==> config.mk <==
export PLATFORM = sky130hd
export DESIGN_NAME = i2c_bit_level_master_unit_flat
export DESIGN_NICKNAME = d
export VERILOG_FILES = /design/src/hdl/i2cbm_pkg.sv /design/src/hdl/i2cbm_in_if.sv /design/src/hdl/i2cbm_out_if.sv /design/src/hdl/i2cbm_cfg_if.sv /design/src/hdl/i2cbm_seq.sv /design/src/hdl/i2cbm_out_stage.sv /design/src/hdl/i2c_bit_level_master_unit.sv /design/src/flat_wrapper.sv
export SDC_FILE = /design/constraint.sdc
export NUM_CORES = 1
export LEC_CHECK = 0
export ABC_AREA = 1
export BUFFER_PORTS_ARGS = -buffer_cell sky130_fd_sc_hd__buf_2
export CORE_MARGIN = 8
export CORE_UTILIZATION = 45
export CTS_CLUSTER_SIZE = 25
export DETAILED_ROUTE_END_ITERATION = 16
export GPL_ROUTABILITY_DRIVEN = 0
export GPL_TIMING_DRIVEN = 0
export SLEW_MARGIN = 20
export SYNTH_ARGS = -nofsm -noshare
export SYNTH_HDL_FRONTEND = slang
export SYNTH_SLANG_ARGS = --single-unit
==> constraint.sdc <==
create_clock -name clk -period 3.3 [get_ports clk]
set_input_delay 0.495 -clock clk [delete_from_list [all_inputs] [get_ports clk]]
set_output_delay 0.495 -clock clk [all_outputs]
set_load 0.03 [all_outputs]
==> src/hdl/i2cbm_pkg.sv <==
`timescale 1ns / 1ps
// ----------------------------------------------------------------------------
// I2C bit-level master package
// Shared types, command codes and the sequence length table.
// ----------------------------------------------------------------------------
package i2cbm_pkg;

	localparam int unsigned IDX_W  = 5;
	localparam int unsigned WAIT_W = 16;

	localparam logic [WAIT_W-1:0] HALF_PERIOD_RESET = 16'd10;

	// Operation codes as they arrive on the command word.
	localparam logic [2:0] OP_NONE  = 3'd0;
	localparam logic [2:0] OP_START = 3'd1;
	localparam logic [2:0] OP_RACK  = 3'd6;

	typedef enum logic [2:0] {
		CMD_IDLE  = 3'd0,
		CMD_START = 3'd1,
		CMD_STOP  = 3'd2,
		CMD_WRITE = 3'd3,
		CMD_READ  = 3'd4,
		CMD_SACK  = 3'd5,
		CMD_RACK  = 3'd6
	} cmd_t;

	typedef struct packed {
		logic       scl_drive;
		logic       sda_drive;
		logic       busy_res;
		logic       done_res;
		logic [7:0] rx_byte;
		logic       ack_seen;
	} result_t;

	// Number of pin actions in each command sequence.
	function automatic logic [IDX_W-1:0] seq_len(cmd_t c);
		logic [IDX_W-1:0] n;
		case (c)
			CMD_START: n = 5'd4;
			CMD_STOP:  n = 5'd3;
			CMD_WRITE: n = 5'd24;
			CMD_READ:  n = 5'd25;
			CMD_SACK:  n = 5'd3;
			CMD_RACK:  n = 5'd4;
			default:   n = 5'd0;
		endcase
		return n;
	endfunction

endpackage

==> src/hdl/i2cbm_in_if.sv <==
`timescale 1ns / 1ps
// ----------------------------------------------------------------------------
// I2C bit-level master command channel
// One word per tick: command, write data, ack level and sampled SDA.
// ----------------------------------------------------------------------------
interface i2cbm_in_if;
	logic       valid;
	logic       ready;
	logic [2:0] operation;
	logic [7:0] tx_byte;
	logic       ack_level;
	logic       sda_sample;

	modport source (output valid, output operation, output tx_byte, output ack_level,
		output sda_sample, input ready);
	modport sink (input valid, input operation, input tx_byte, input ack_level,
		input sda_sample, output ready);
endinterface

==> src/hdl/i2cbm_out_if.sv <==
`timescale 1ns / 1ps
// ----------------------------------------------------------------------------
// I2C bit-level master result channel
// One word per tick: pin levels, status and received data.
// ----------------------------------------------------------------------------
interface i2cbm_out_if;
	logic       valid;
	logic       ready;
	logic       scl_drive;
	logic       sda_drive;
	logic       busy_res;
	logic       done_res;
	logic [7:0] rx_byte;
	logic       ack_seen;

	modport source (output valid, output scl_drive, output sda_drive, output busy_res,
		output done_res, output rx_byte, output ack_seen, input ready);
	modport sink (input valid, input scl_drive, input sda_drive, input busy_res,
		input done_res, input rx_byte, input ack_seen, output ready);
endinterface

==> src/hdl/i2cbm_cfg_if.sv <==
`timescale 1ns / 1ps
// ----------------------------------------------------------------------------
// I2C bit-level master configuration channel
// Write-only channel for the half period register.
// ----------------------------------------------------------------------------
interface i2cbm_cfg_if;
	logic        valid;
	logic        ready;
	logic [15:0] data;

	modport source (output valid, output data, input ready);
	modport sink (input valid, input data, output ready);
endinterface

==> src/hdl/i2cbm_seq.sv <==
`timescale 1ns / 1ps
// ----------------------------------------------------------------------------
// I2C bit-level master sequencer
// Holds the command state and plays one tick per accepted word.
// ----------------------------------------------------------------------------
module i2cbm_seq (
	input  logic                          clk,
	input  logic                          arst_n,
	input  logic                          accept,
	input  logic [2:0]                    operation,
	input  logic [7:0]                    tx_byte,
	input  logic                          ack_level,
	input  logic                          sda_sample,
	input  logic [i2cbm_pkg::WAIT_W-1:0]  hold,
	output i2cbm_pkg::result_t            res
);

	i2cbm_pkg::cmd_t cmd_q, cmd_n, act_cmd;
	logic [i2cbm_pkg::IDX_W-1:0]  idx_q, idx_n, act_idx;
	logic [i2cbm_pkg::WAIT_W-1:0] wc_q, wc_n, wc_dec;
	logic [1:0] phase_q, phase_n, act_phase;
	logic [7:0] shift_q, shift_n, act_shift;
	logic [7:0] rx_q, rx_n;
	logic       ack_q, ack_n;
	logic       scl_q, scl_n, sda_q, sda_n;
	logic       start_ok, finish, do_act;

	// Next command state and timing.
	always_comb begin
		start_ok = (cmd_q == i2cbm_pkg::CMD_IDLE) && (operation >= i2cbm_pkg::OP_START)
			&& (operation <= i2cbm_pkg::OP_RACK);
		wc_dec = (wc_q != '0) ? wc_q - 1'b1 : wc_q;
		finish = (cmd_q != i2cbm_pkg::CMD_IDLE) && (wc_dec == '0)
			&& (idx_q >= i2cbm_pkg::seq_len(cmd_q));
		do_act = start_ok || ((cmd_q != i2cbm_pkg::CMD_IDLE) && (wc_dec == '0) && !finish);

		act_cmd   = start_ok ? i2cbm_pkg::cmd_t'(operation) : cmd_q;
		act_idx   = start_ok ? '0 : idx_q;
		act_phase = start_ok ? 2'd0 : phase_q;
		if (start_ok) begin
			if (operation == 3'(i2cbm_pkg::CMD_WRITE)) begin
				act_shift = tx_byte;
			end else if (operation == 3'(i2cbm_pkg::CMD_SACK)) begin
				act_shift = {7'd0, ack_level};
			end else begin
				act_shift = 8'd0;
			end
		end else begin
			act_shift = shift_q;
		end

		if (finish) begin
			cmd_n = i2cbm_pkg::CMD_IDLE;
			idx_n = '0;
		end else begin
			cmd_n = act_cmd;
			idx_n = do_act ? act_idx + 1'b1 : idx_q;
		end
		wc_n = do_act ? hold : wc_dec;

		// Bit phase of write and read byte; the leading release of a read
		// does not advance it.
		phase_n = phase_q;
		if (do_act) begin
			if (act_cmd == i2cbm_pkg::CMD_READ && act_idx == '0) begin
				phase_n = 2'd0;
			end else begin
				phase_n = (act_phase == 2'd2) ? 2'd0 : act_phase + 2'd1;
			end
		end

		rx_n = (finish && cmd_q == i2cbm_pkg::CMD_READ) ? shift_q : rx_q;
	end

	// Pin actions.
	always_comb begin
		scl_n   = scl_q;
		sda_n   = sda_q;
		ack_n   = ack_q;
		shift_n = act_shift;
		if (do_act) begin
			unique case (act_cmd)
				i2cbm_pkg::CMD_START: begin
					if (act_idx == 5'd0) sda_n = 1'b1;
					else if (act_idx == 5'd1) scl_n = 1'b1;
					else if (act_idx == 5'd2) sda_n = 1'b0;
					else scl_n = 1'b0;
				end
				i2cbm_pkg::CMD_STOP: begin
					if (act_idx == 5'd0) sda_n = 1'b0;
					else if (act_idx == 5'd1) scl_n = 1'b1;
					else sda_n = 1'b1;
				end
				i2cbm_pkg::CMD_WRITE: begin
					if (act_phase == 2'd0) begin
						sda_n   = act_shift[7];
						shift_n = {act_shift[6:0], 1'b0};
					end else if (act_phase == 2'd1) begin
						scl_n = 1'b1;
					end else begin
						scl_n = 1'b0;
					end
				end
				i2cbm_pkg::CMD_READ: begin
					if (act_idx == 5'd0) sda_n = 1'b1;
					else if (act_phase == 2'd0) scl_n = 1'b1;
					else if (act_phase == 2'd1) shift_n = {act_shift[6:0], sda_sample};
					else scl_n = 1'b0;
				end
				i2cbm_pkg::CMD_SACK: begin
					if (act_idx == 5'd0) sda_n = act_shift[0];
					else if (act_idx == 5'd1) scl_n = 1'b1;
					else scl_n = 1'b0;
				end
				i2cbm_pkg::CMD_RACK: begin
					if (act_idx == 5'd0) sda_n = 1'b1;
					else if (act_idx == 5'd1) scl_n = 1'b1;
					else if (act_idx == 5'd2) ack_n = sda_sample;
					else scl_n = 1'b0;
				end
				default: begin
				end
			endcase
		end
	end

	always_ff @(posedge clk or negedge arst_n) begin
		if (!arst_n) begin
			cmd_q   <= i2cbm_pkg::CMD_IDLE;
			idx_q   <= '0;
			wc_q    <= '0;
			phase_q <= 2'd0;
			shift_q <= 8'd0;
			rx_q    <= 8'd0;
			ack_q   <= 1'b0;
			scl_q   <= 1'b1;
			sda_q   <= 1'b1;
		end else if (accept) begin
			cmd_q   <= cmd_n;
			idx_q   <= idx_n;
			wc_q    <= wc_n;
			phase_q <= phase_n;
			shift_q <= shift_n;
			rx_q    <= rx_n;
			ack_q   <= ack_n;
			scl_q   <= scl_n;
			sda_q   <= sda_n;
		end
	end

	always_comb begin
		res.scl_drive = scl_n;
		res.sda_drive = sda_n;
		res.busy_res  = (cmd_n != i2cbm_pkg::CMD_IDLE);
		res.done_res  = finish;
		res.rx_byte   = rx_n;
		res.ack_seen  = ack_n;
	end

	a_idle_no_wait: assert property (@(posedge clk) disable iff (!arst_n)
		(cmd_q == i2cbm_pkg::CMD_IDLE) |-> (wc_q == '0 && idx_q == '0))
		else $error("wait counter or index left over while idle");

	a_busy_waits: assert property (@(posedge clk) disable iff (!arst_n)
		(cmd_q != i2cbm_pkg::CMD_IDLE) |-> (wc_q != '0))
		else $error("busy with an empty wait counter");

	a_idx_bound: assert property (@(posedge clk) disable iff (!arst_n)
		(cmd_q != i2cbm_pkg::CMD_IDLE) |-> (idx_q <= i2cbm_pkg::seq_len(cmd_q)))
		else $error("action index ran past the sequence");

	a_done_idle: assert property (@(posedge clk) disable iff (!arst_n)
		(accept && finish) |=> (cmd_q == i2cbm_pkg::CMD_IDLE))
		else $error("command still active after finishing");

endmodule

==> src/hdl/i2cbm_out_stage.sv <==
`timescale 1ns / 1ps
// ----------------------------------------------------------------------------
// I2C bit-level master result register
// Holds one result word until the receiver takes it.
// ----------------------------------------------------------------------------
module i2cbm_out_stage (
	input  logic               clk,
	input  logic               arst_n,
	input  logic               load,
	input  i2cbm_pkg::result_t res,
	output logic               can_load,
	i2cbm_out_if.source        res_out
);

	logic               valid_q;
	i2cbm_pkg::result_t data_q;

	// A new word may enter when the register is empty or is emptied this cycle.
	assign can_load = !valid_q || res_out.ready;

	always_ff @(posedge clk or negedge arst_n) begin
		if (!arst_n) begin
			valid_q <= 1'b0;
		end else if (load) begin
			valid_q <= 1'b1;
		end else if (res_out.ready) begin
			valid_q <= 1'b0;
		end
	end

	always_ff @(posedge clk) begin
		if (load) begin
			data_q <= res;
		end
	end

	assign res_out.valid     = valid_q;
	assign res_out.scl_drive = data_q.scl_drive;
	assign res_out.sda_drive = data_q.sda_drive;
	assign res_out.busy_res  = data_q.busy_res;
	assign res_out.done_res  = data_q.done_res;
	assign res_out.rx_byte   = data_q.rx_byte;
	assign res_out.ack_seen  = data_q.ack_seen;

endmodule

==> src/hdl/i2c_bit_level_master_unit.sv <==
`timescale 1ns / 1ps
// ----------------------------------------------------------------------------
// I2C bit-level master
// Plays start, stop, byte write/read and ack commands as SCL/SDA pin levels.
// ----------------------------------------------------------------------------
// Each word on cmd_in is one tick of the bit-timing clock: an optional command
// plus the SDA level sampled on that tick. Every accepted word yields exactly
// one word on res_out with the pin levels to drive, busy and done status, the
// last received byte and the last sampled ack. Commands that arrive while a
// sequence is running are ignored. After each pin action the sequencer waits
// half_period_ticks ticks, which must be written through cfg while the block is
// idle; the block itself does not enforce this. A value of zero counts as one.
// The result word is registered on acceptance and is valid in the next cycle.
// One word is taken per cycle when res_out is not stalled; the sequencer state
// and a single result register set that rate. When the receiver stalls, the
// result register holds its word and cmd_in ready stays low until it is taken.
// The cfg channel is always ready. Reset drives both lines high, returns the
// sequencer to idle and loads a half period of ten ticks.
// ----------------------------------------------------------------------------
module i2c_bit_level_master_unit (
	input  logic         clk,
	input  logic         arst_n,
	i2cbm_in_if.sink     cmd_in,
	i2cbm_out_if.source  res_out,
	i2cbm_cfg_if.sink    cfg
);

	logic [i2cbm_pkg::WAIT_W-1:0] half_period_q;
	logic [i2cbm_pkg::WAIT_W-1:0] hold;
	logic                         accept;
	logic                         can_load;
	i2cbm_pkg::result_t           res;

	assign cfg.ready = 1'b1;

	always_ff @(posedge clk or negedge arst_n) begin
		if (!arst_n) begin
			half_period_q <= i2cbm_pkg::HALF_PERIOD_RESET;
		end else if (cfg.valid) begin
			half_period_q <= cfg.data;
		end
	end

	assign hold = (half_period_q == '0) ? i2cbm_pkg::WAIT_W'(1) : half_period_q;

	assign cmd_in.ready = can_load;
	assign accept       = cmd_in.valid && can_load;

	i2cbm_seq u_seq (
		.clk        (clk),
		.arst_n     (arst_n),
		.accept     (accept),
		.operation  (cmd_in.operation),
		.tx_byte    (cmd_in.tx_byte),
		.ack_level  (cmd_in.ack_level),
		.sda_sample (cmd_in.sda_sample),
		.hold       (hold),
		.res        (res)
	);

	i2cbm_out_stage u_out (
		.clk      (clk),
		.arst_n   (arst_n),
		.load     (accept),
		.res      (res),
		.can_load (can_load),
		.res_out  (res_out)
	);

endmodule
==> src/flat_wrapper.sv <==
// flat-port wrapper written by rule: the top's interface ports become plain ports
module i2c_bit_level_master_unit_flat 
  (clk, arst_n, cmd_in_valid, cmd_in_operation, cmd_in_tx_byte, cmd_in_ack_level, cmd_in_sda_sample, cmd_in_ready, res_out_valid, res_out_scl_drive, res_out_sda_drive, res_out_busy_res, res_out_done_res, res_out_rx_byte, res_out_ack_seen, res_out_ready, cfg_valid, cfg_data, cfg_ready);
  i2cbm_in_if cmd_in_i ();
  i2cbm_out_if res_out_i ();
  i2cbm_cfg_if cfg_i ();
  input  logic clk;
  input  logic arst_n;
  input wire logic [$bits(cmd_in_i.valid)-1:0] cmd_in_valid;
  input wire logic [$bits(cmd_in_i.operation)-1:0] cmd_in_operation;
  input wire logic [$bits(cmd_in_i.tx_byte)-1:0] cmd_in_tx_byte;
  input wire logic [$bits(cmd_in_i.ack_level)-1:0] cmd_in_ack_level;
  input wire logic [$bits(cmd_in_i.sda_sample)-1:0] cmd_in_sda_sample;
  output wire logic [$bits(cmd_in_i.ready)-1:0] cmd_in_ready;
  output wire logic [$bits(res_out_i.valid)-1:0] res_out_valid;
  output wire logic [$bits(res_out_i.scl_drive)-1:0] res_out_scl_drive;
  output wire logic [$bits(res_out_i.sda_drive)-1:0] res_out_sda_drive;
  output wire logic [$bits(res_out_i.busy_res)-1:0] res_out_busy_res;
  output wire logic [$bits(res_out_i.done_res)-1:0] res_out_done_res;
  output wire logic [$bits(res_out_i.rx_byte)-1:0] res_out_rx_byte;
  output wire logic [$bits(res_out_i.ack_seen)-1:0] res_out_ack_seen;
  input wire logic [$bits(res_out_i.ready)-1:0] res_out_ready;
  input wire logic [$bits(cfg_i.valid)-1:0] cfg_valid;
  input wire logic [$bits(cfg_i.data)-1:0] cfg_data;
  output wire logic [$bits(cfg_i.ready)-1:0] cfg_ready;
  assign cmd_in_i.valid = cmd_in_valid;
  assign cmd_in_i.operation = cmd_in_operation;
  assign cmd_in_i.tx_byte = cmd_in_tx_byte;
  assign cmd_in_i.ack_level = cmd_in_ack_level;
  assign cmd_in_i.sda_sample = cmd_in_sda_sample;
  assign cmd_in_ready = cmd_in_i.ready;
  assign res_out_valid = res_out_i.valid;
  assign res_out_scl_drive = res_out_i.scl_drive;
  assign res_out_sda_drive = res_out_i.sda_drive;
  assign res_out_busy_res = res_out_i.busy_res;
  assign res_out_done_res = res_out_i.done_res;
  assign res_out_rx_byte = res_out_i.rx_byte;
  assign res_out_ack_seen = res_out_i.ack_seen;
  assign res_out_i.ready = res_out_ready;
  assign cfg_i.valid = cfg_valid;
  assign cfg_i.data = cfg_data;
  assign cfg_ready = cfg_i.ready;
  i2c_bit_level_master_unit u_core (.clk(clk), .arst_n(arst_n), .cmd_in(cmd_in_i), .res_out(res_out_i), .cfg(cfg_i));
endmodule
==> out/metrics.csv, run 1 <==
stage,metric,value,unit
yosys,synthesis.nets,811,
route,routed_wl,14.7,mm
yosys,ys.flop_type,dfrtp_1,
setup_path,slowest_stage,dfrtp_1,
setup_path,crit_chain,"nor2_2, inv_1, nor2_4, inv_1, nand2_1, inv_1, ha_1, nand2_1, inv_1, nand3_1, o221ai_1, a21oi_1, nand3_2, nand2_2, buf_2, nand2_1, nand3_1, nand2_1",
cts,clock_sinks,75,
route,ant_nets,0,
route,routedWlPerCell,15.0,um
yosys,ys_warn_count,0,
setup_path,setup.worst_path.class,flip-flop to flip-flop,
status,outcome,"complete, no violations",
setup_path,critPathMaxStageDelay,420,ps
yosys,yosysTopAreaCellShare,0.279,
power_and_ir_drop,p_clk_frac,0.231,
yosys,yosysTopAreaCell,dfrtp_1,
sta,clock.fmax,327,MHz
sta,whs,28.6,ps
sta,hold_viol,0,
cts,ctsHoldBuffers,0,
global_route,grt_pass1_wl,24.3,mm
layout,area_growth,14.5,%
setup_path,required,3540,ps
power_and_ir_drop,power_frac_seq,0.297,
global_route,grt_pass1_vias,4961,
yosys,synth-seq-area-share,0.374,
setup_path,r2r-start,u_core.u_seq.cmd_q[1]$_DFFE_PN0P_,
yosys,synth_edf_count,13,
power_and_ir_drop,p_comb_frac,0.472,
sta,finalSetupViolations,0,
power_and_ir_drop,ir_worst_vdd,0.467,mV
setup_path,end_kind,flip-flop,
yosys,synth_cell_types,40,
die,initial_core_util,0.458,
route,drt-initial-drc-count,363,
cts,postCtsSetupBuffers,0,
flow_run,maxCapViolCount,0,
setup_path,r2r-end,u_core.u_seq.wc_q[11]$_DFFE_PN0P_,
cts,clkTransAtPathRegs,60,ps
cts,ctsHtreeMaxLevel,3,
sta,rsz0062_at_grt,false,
yosys,yosysMostFrequentCell,nand2_1,
setup_path,r2r_cells,18,
sta,max_slew_margin,0.479,
yosys,synth_area_leaders,"dfrtp_1 28%, nand2_1 21%, nand3_1 8.8%, edfxtp_1 7.5%, inv_1 6.2%",
route,num_vias,5100,
cts,cts_made_buffers,9,
yosys,syn_inst,771,
placement,hpwl,11.3,mm
die,ios,50,
setup_path,worst-r2r-setup-slack,250,ps
die,placeableCoreArea,11400,um^2
sta,period_share,0.926,
global_route,antenna_found_initial,0,
placement,dpl-instance-area,5650,um^2
placement,portBuffers,48,
sta,drv_slew,0,
setup_path,cp-start-kind,flip-flop,
die,row_count,39,
sta,min_period,3050,ps
route,drc,0,
layout,postLayoutCellArea,5960,um^2
sta,tightestPinTransition,781,ps
route,viasPerCell,5.21,
die,die_x,124,um
yosys,async_flop_share,0.827,
yosys,avgSynthCellArea,6.75,um^2
yosys,synth_area,5200,um^2
die,die-area,15300,um^2
cts,clock_path_buffers,2,
sta,fin_skew,7.65,ps
layout,nets,871,
setup_path,path_max_fanout,10,
power_and_ir_drop,powerDensity,726,nW/um^2
global_route,grt_usage,0.204,
layout,nFillCells,1129,
cts,cts_tree,yes,
global_route,grt_max_degree,45,
yosys,synth-seq-cells,75,
hold_path,hold_class,primary input to asynchronous set/reset pin,
layout,drive_gt1_frac,0.153,
route,first_pass_iters,5,
setup_path,worstPathArrival,3290,ps
die,die_h,124,um
layout,regArea,1950,um^2
cts,insertion_delay,350,ps
global_route,grt.overflow.total,0,
power_and_ir_drop,p_sw,1.97,mW
layout,antenna_cells,0,
power_and_ir_drop,p_leak,3.14,nW
yosys,synthTopCellsByCount,"287 x nand2_1, 91 x nand3_1, 86 x inv_1, 58 x dfrtp_1, 40 x nor2_1",
cts,cts-root-buf,clkbuf_16,
power_and_ir_drop,swShare,0.456,
power_and_ir_drop,intPower,2.35,mW
layout,multi_input_area,2740,um^2
==> power groups by stage <==
| stage | clock [mW] | combinational, mW | sequential [mW] |
|---|---|---|---|
| final | 1.00 | 2.04 | 1.28 |
| after floorplan | 0 | 1.54 | 1.26 |
| after detailed placement | 0 | 2.01 | 1.30 |
| after global placement | 0 | 1.94 | 1.29 |
| after global routing | 1.05 | 2.33 | 1.30 |
| after CTS | 1.02 | 2.02 | 1.28 |
==> per-stage QoR <==
stage | total power, mW | TNS, ps | util | setup WS (ps) | std cells
6_report | 4.33 | 0 | 0.524 | 245 | 979
5_1_grt | 4.68 | 0 | 0.524 | 22.2 | 979
4_1_cts | 4.32 | 0 | 0.524 | 91.6 | 979
3_5_place_dp | 3.30 | -7730 | 0.497 | -354 | 963
3_3_place_gp | 3.23 | -4020 | 0.495 | -266 | 962
2_1_floorplan | 2.80 | 0 | - | 493 | 771
==> worst max-delay path by stage <==
| stage | start | to | slack, ps |
|---|---|---|---|
| 3_5_place_dp | u_core.u_seq.cmd_q[1]$_DFFE_PN0P_ | u_core.u_out.res_out.rx_byte[0]$_DFFE_PP_ | -350 |
| 5_1_grt | u_core.u_seq.cmd_q[1]$_DFFE_PN0P_ | u_core.u_seq.wc_q[11]$_DFFE_PN0P_ | 20 |
| 4_1_cts | u_core.u_seq.cmd_q[1]$_DFFE_PN0P_ | u_core.u_out.res_out.rx_byte[0]$_DFFE_PP_ | 90 |
| 2_1_floorplan | u_core.u_seq.cmd_q[1]$_DFFE_PN0P_ | u_core.u_out.res_out.rx_byte[0]$_DFFE_PP_ | 490 |
| 3_3_place_gp | u_core.u_seq.cmd_q[1]$_DFFE_PN0P_ | u_core.u_out.res_out.rx_byte[3]$_DFFE_PP_ | -270 |
| 6_report | u_core.u_seq.cmd_q[1]$_DFFE_PN0P_ | u_core.u_seq.wc_q[11]$_DFFE_PN0P_ | 250 |
==> sequential cells by signal, indices dropped and copies added (netlist names), 2 cells and up <==
register                      count
u_core.half_period_q             16
u_core.u_seq.wc_q                16
u_core.u_out.res_out.rx_byte      8
u_core.u_seq.rx_q                 8
u_core.u_seq.shift_q              8
u_core.u_seq.idx_q                5
u_core.u_seq.cmd_q                3
u_core.u_seq.phase_q              2
==> area by class of cell <==
type | count | area share
Buffer | 29 | 0.0298
Clock buffer | 10 | 0.0384
Clock inverter | 6 | 0.0111
Inverter | 92 | 0.0580
Multi-Input combinational cell | 575 | 0.461
Sequential cell | 75 | 0.327
Tap cell | 143 | 0.0300
Timing Repair Buffer | 49 | 0.0454
==> per-layer routing <==
| metal | GRT usage | share of wire | up-vias |
|---|---|---|---|
| li1 | - | - | 2600 |
| met1 | 0.252 | 0.45 | 2350 |
| met2 | 0.346 | 0.49 | 127 |
| met3 | 0.0397 | 0.045 | 23 |
| met4 | 0.0760 | 0.021 | 0 |
| met5 | 0 | 0 | - |
==> what timing repair did <==
action                                  CTS  global route
gates resized for setup                   2             2
endpoints found under the setup margin   57            19
hold endpoints to repair                  0             0
==> cell usage in the layout, fill, tap and decap left out, types with 2 or more instances in the layout <==
| cell | n |
|---|---|
| a21oi_1 | 9 |
| and2_1 | 9 |
| buf_1 | 3 |
| buf_2 | 56 |
| buf_4 | 4 |
| buf_6 | 6 |
| clkbuf_1 | 8 |
| clkbuf_16 | 9 |
| clkinvlp_4 | 3 |
| dfrtp_1 | 58 |
| dfstp_2 | 4 |
| edfxtp_1 | 13 |
| ha_1 | 6 |
| inv_1 | 86 |
| inv_2 | 6 |
| nand2_1 | 287 |
| nand2_2 | 8 |
| nand3_1 | 91 |
| nand3_2 | 4 |
| nand3b_1 | 8 |
| nand4_1 | 18 |
| nor2_1 | 39 |
| nor2_2 | 13 |
| nor2_4 | 3 |
| nor3_1 | 3 |
| nor4_1 | 2 |
| o211ai_1 | 15 |
| o21ai_0 | 33 |
| o21ai_1 | 10 |
| o21ai_2 | 2 |
| xor2_1 | 4 |
==> worst max-delay path, delay by kind of cell, from the launching register on <==
kind,cells,cell delay [ps]
simple gates,10,1230
buf+inv,5,530
compound gates,2,460
fa+ha+maj,1,310
flops,1,420
==> cells by family (layout without fill, tap and decap cells) <==
group	after synthesis	count (layout)	share of synthesized area
and+or+nand+nor	488	488	0.417
buffers and inverters	121	186	0.100
DFF	75	75	0.374
AOI/OAI and AO/OA	74	74	0.0834
adders and majority gates	6	6	0.0144
xor gates and xnor gates	5	5	0.00842
other	1	1	0.000721
muxes	1	1	0.00216
No activity file was read; power rests on OpenSTA's default activity.
==> inputs of run 2 (changes only) <==
- RECOVER_POWER: default -> 100
- SKIP_LAST_GASP: default -> 1
==> run 2 against run 1 <==
Maximum frequency up 0.41%. Sequential power about the same. Die area unchanged. Sequential share of layout area up 0.30 points. Worst setup slack better by 12 ps. Total power down 0.52%. Critical path depth unchanged. Non-clock buffer count unchanged. Global-route usage unchanged. Clock power about the same. Largest cell class unchanged.
==> out/metrics.csv, run 2 (same netlist as run 1, synthesis figures left out) <==
stage,metric,value,unit,change
sta,rsz0062_at_grt,false,,
sta,finalSetupViolations,0,,unchanged
global_route,grt_pass1_wl,24.3,mm,unchanged
layout,area_growth,13.4,%,
layout,nets,871,,unchanged
sta,tightestPinTransition,1300,ps,+516 ps
sta,drv_slew,0,,unchanged
power_and_ir_drop,p_leak,3.07,nW,-2.2%
cts,cts_made_buffers,9,,unchanged
sta,fin_skew,8.94,ps,+1.29 ps
flow_run,maxCapViolCount,0,,unchanged
route,routedWlPerCell,15.0,um,about the same
layout,antenna_cells,0,,unchanged
cts,clkTransAtPathRegs,60,ps,about the same
sta,min_period,3040,ps,-12.4 ps
global_route,antenna_found_initial,0,,unchanged
die,placeableCoreArea,11400,um^2,unchanged
cts,clock_path_buffers,2,,unchanged
global_route,grt_pass1_vias,4961,,unchanged
sta,clock.fmax,329,MHz,+0.41%
power_and_ir_drop,powerDensity,729,nW/um^2,+0.41%
cts,insertion_delay,350,ps,about the same
layout,mostFrequentLayoutCells,"287 x nand2_1, 91 x nand3_1, 86 x inv_1, 58 x dfrtp_1",,
cts,cts-root-buf,clkbuf_16,,
sta,hold_viol,0,,unchanged
route,met1_length,6.49,mm,-1.9%
die,die_h,124,um,unchanged
cts,clock_sinks,75,,unchanged
global_route,grt_max_degree,45,,unchanged
placement,hpwl,11.3,mm,unchanged
die,row_count,39,,unchanged
setup_path,cp-start-kind,flip-flop,,
die,initial_core_util,0.458,,unchanged
route,first_pass_iters,5,,unchanged
status,outcome,"complete, no violations",,
setup_path,end_kind,flip-flop,,
route,routed-wl-met2,7.14,mm,-0.11%
sta,max_slew_margin,0.135,,-0.344
cts,cts_tree,yes,,
setup_path,worstPathArrival,3280,ps,about the same
power_and_ir_drop,power,4.31,mW,-0.52%
setup_path,path_max_fanout,10,,unchanged
route,viasPerCell,5.21,,unchanged
power_and_ir_drop,ir_worst_vdd,0.465,mV,-0.40%
die,die-area,15300,um^2,unchanged
setup_path,setup.worst_path.class,flip-flop to flip-flop,,
sta,period_share,0.922,,-0.00376
die,ios,50,,unchanged
route,topRoutingLayerUsed,met4,,
global_route,grt.overflow.total,0,,unchanged
layout,drive_gt1_frac,0.132,,-0.0215
route,drc,0,,unchanged
setup_path,required,3540,ps,about the same
global_route,grt_usage,0.204,,unchanged
route,wl_met3,776,um,+18%
die,die_x,124,um,unchanged
hold_path,hold_class,primary input to asynchronous set/reset pin,,
layout,largest_registers,"u_core.half_period_q (16), u_core.u_seq.wc_q (16)",,
sta,fin_ws,258,ps,+12.4 ps
route,ant_nets,0,,unchanged
cts,postCtsSetupBuffers,0,,unchanged
route,num_vias,5100,,unchanged
cts,ctsHtreeMaxLevel,3,,unchanged
route,drt-initial-drc-count,369,,+1.7%
route,routed_wl,14.7,mm,about the same
layout,final_common_cell,nand2_1,,
placement,place_ws,-354,ps,unchanged
placement,portBuffers,48,,unchanged
==> run 2: metrics by stage <==
stage	setup TNS (ps)	hold slack, ps	cell area, um^2	util	instances
detailed placement	-7730	405	5650	0.497	963
global route	0	356	5900	0.519	979
finish	0	319	5900	0.519	979
global placement	-4020	461	5620	0.495	962
CTS	0	30.3	5960	0.524	979
floorplan	0	199	5200	-	771
==> run 2: worst paths after layout <==
check                                                       start                              endpoint  slack, ps  depth (start not counted)
min in group clk                                     cfg_data[14]  u_core.half_period_q[14]$_DFFE_PN0P_        350                          3
max in group asynchronous                                  arst_n   u_core.half_period_q[0]$_DFFE_PN0P_       1270                          2
worst min register to register   u_core.u_seq.rx_q[5]$_DFFE_PN0P_      u_core.u_seq.rx_q[5]$_DFFE_PN0P_        480                          2
worst max register to register  u_core.u_seq.cmd_q[1]$_DFFE_PN0P_     u_core.u_seq.wc_q[11]$_DFFE_PN0P_        260                         18
worst min-delay path                                       arst_n     u_core.u_seq.idx_q[2]$_DFFE_PN0P_        320                          1
worst max-delay path            u_core.u_seq.cmd_q[1]$_DFFE_PN0P_     u_core.u_seq.wc_q[11]$_DFFE_PN0P_        260                         18
==> run 2: metal layers <==
| metal | vias to the layer above | GRT usage |
|---|---|---|
| met4 | 0 | 0.0760 |
| met2 | 138 | 0.346 |
| met3 | 24 | 0.0397 |
| met5 | - | 0 |
| met1 | 2336 | 0.252 |
| li1 | 2602 | - |
==> run 2: final cells by class <==
| class | count | area, um^2 |
|---|---|---|
| Timing Repair Buffer | 49 | 224 |
| Buffer | 29 | 176 |
| Clock inverter | 6 | 66.3 |
| Sequential cell | 75 | 1950 |
| Fill cell | 1145 | 5470 |
| Tap cell | 143 | 179 |
| Inverter | 92 | 345 |
| Multi-Input combinational cell | 575 | 2740 |
| Clock buffer | 10 | 229 |
==> run 2: power breakdown <==
| part | switching, mW | total [mW] | internal [mW] |
|---|---|---|---|
| registers | 0.177 | 1.28 | 1.11 |
| clock network | 0.414 | 0.999 | 0.586 |
| logic | 1.37 | 2.02 | 0.652 |
| total | 1.96 | 4.31 | 2.34 |
==> run 2: repair_timing <==
item	CTS	global route
hold buffers	0	0
pin swaps	0	0
setup endpoints to repair	57	19
gates resized for setup	2	2
cloned	0	0
==> run 2: worst max-delay path, cell delays in order, from the launching register on <==
cell and delay [ps]:
dfrtp_1 420, nor2_2 170, inv_1 90, nor2_4 290
inv_1 100, nand2_1 70, inv_1 60, ha_1 310
nand2_1 100, inv_1 40, nand3_1 60, o221ai_1 110
a21oi_1 350, nand3_2 150, nand2_2 110, buf_2 240
nand2_1 100, nand3_1 110, nand2_1 60
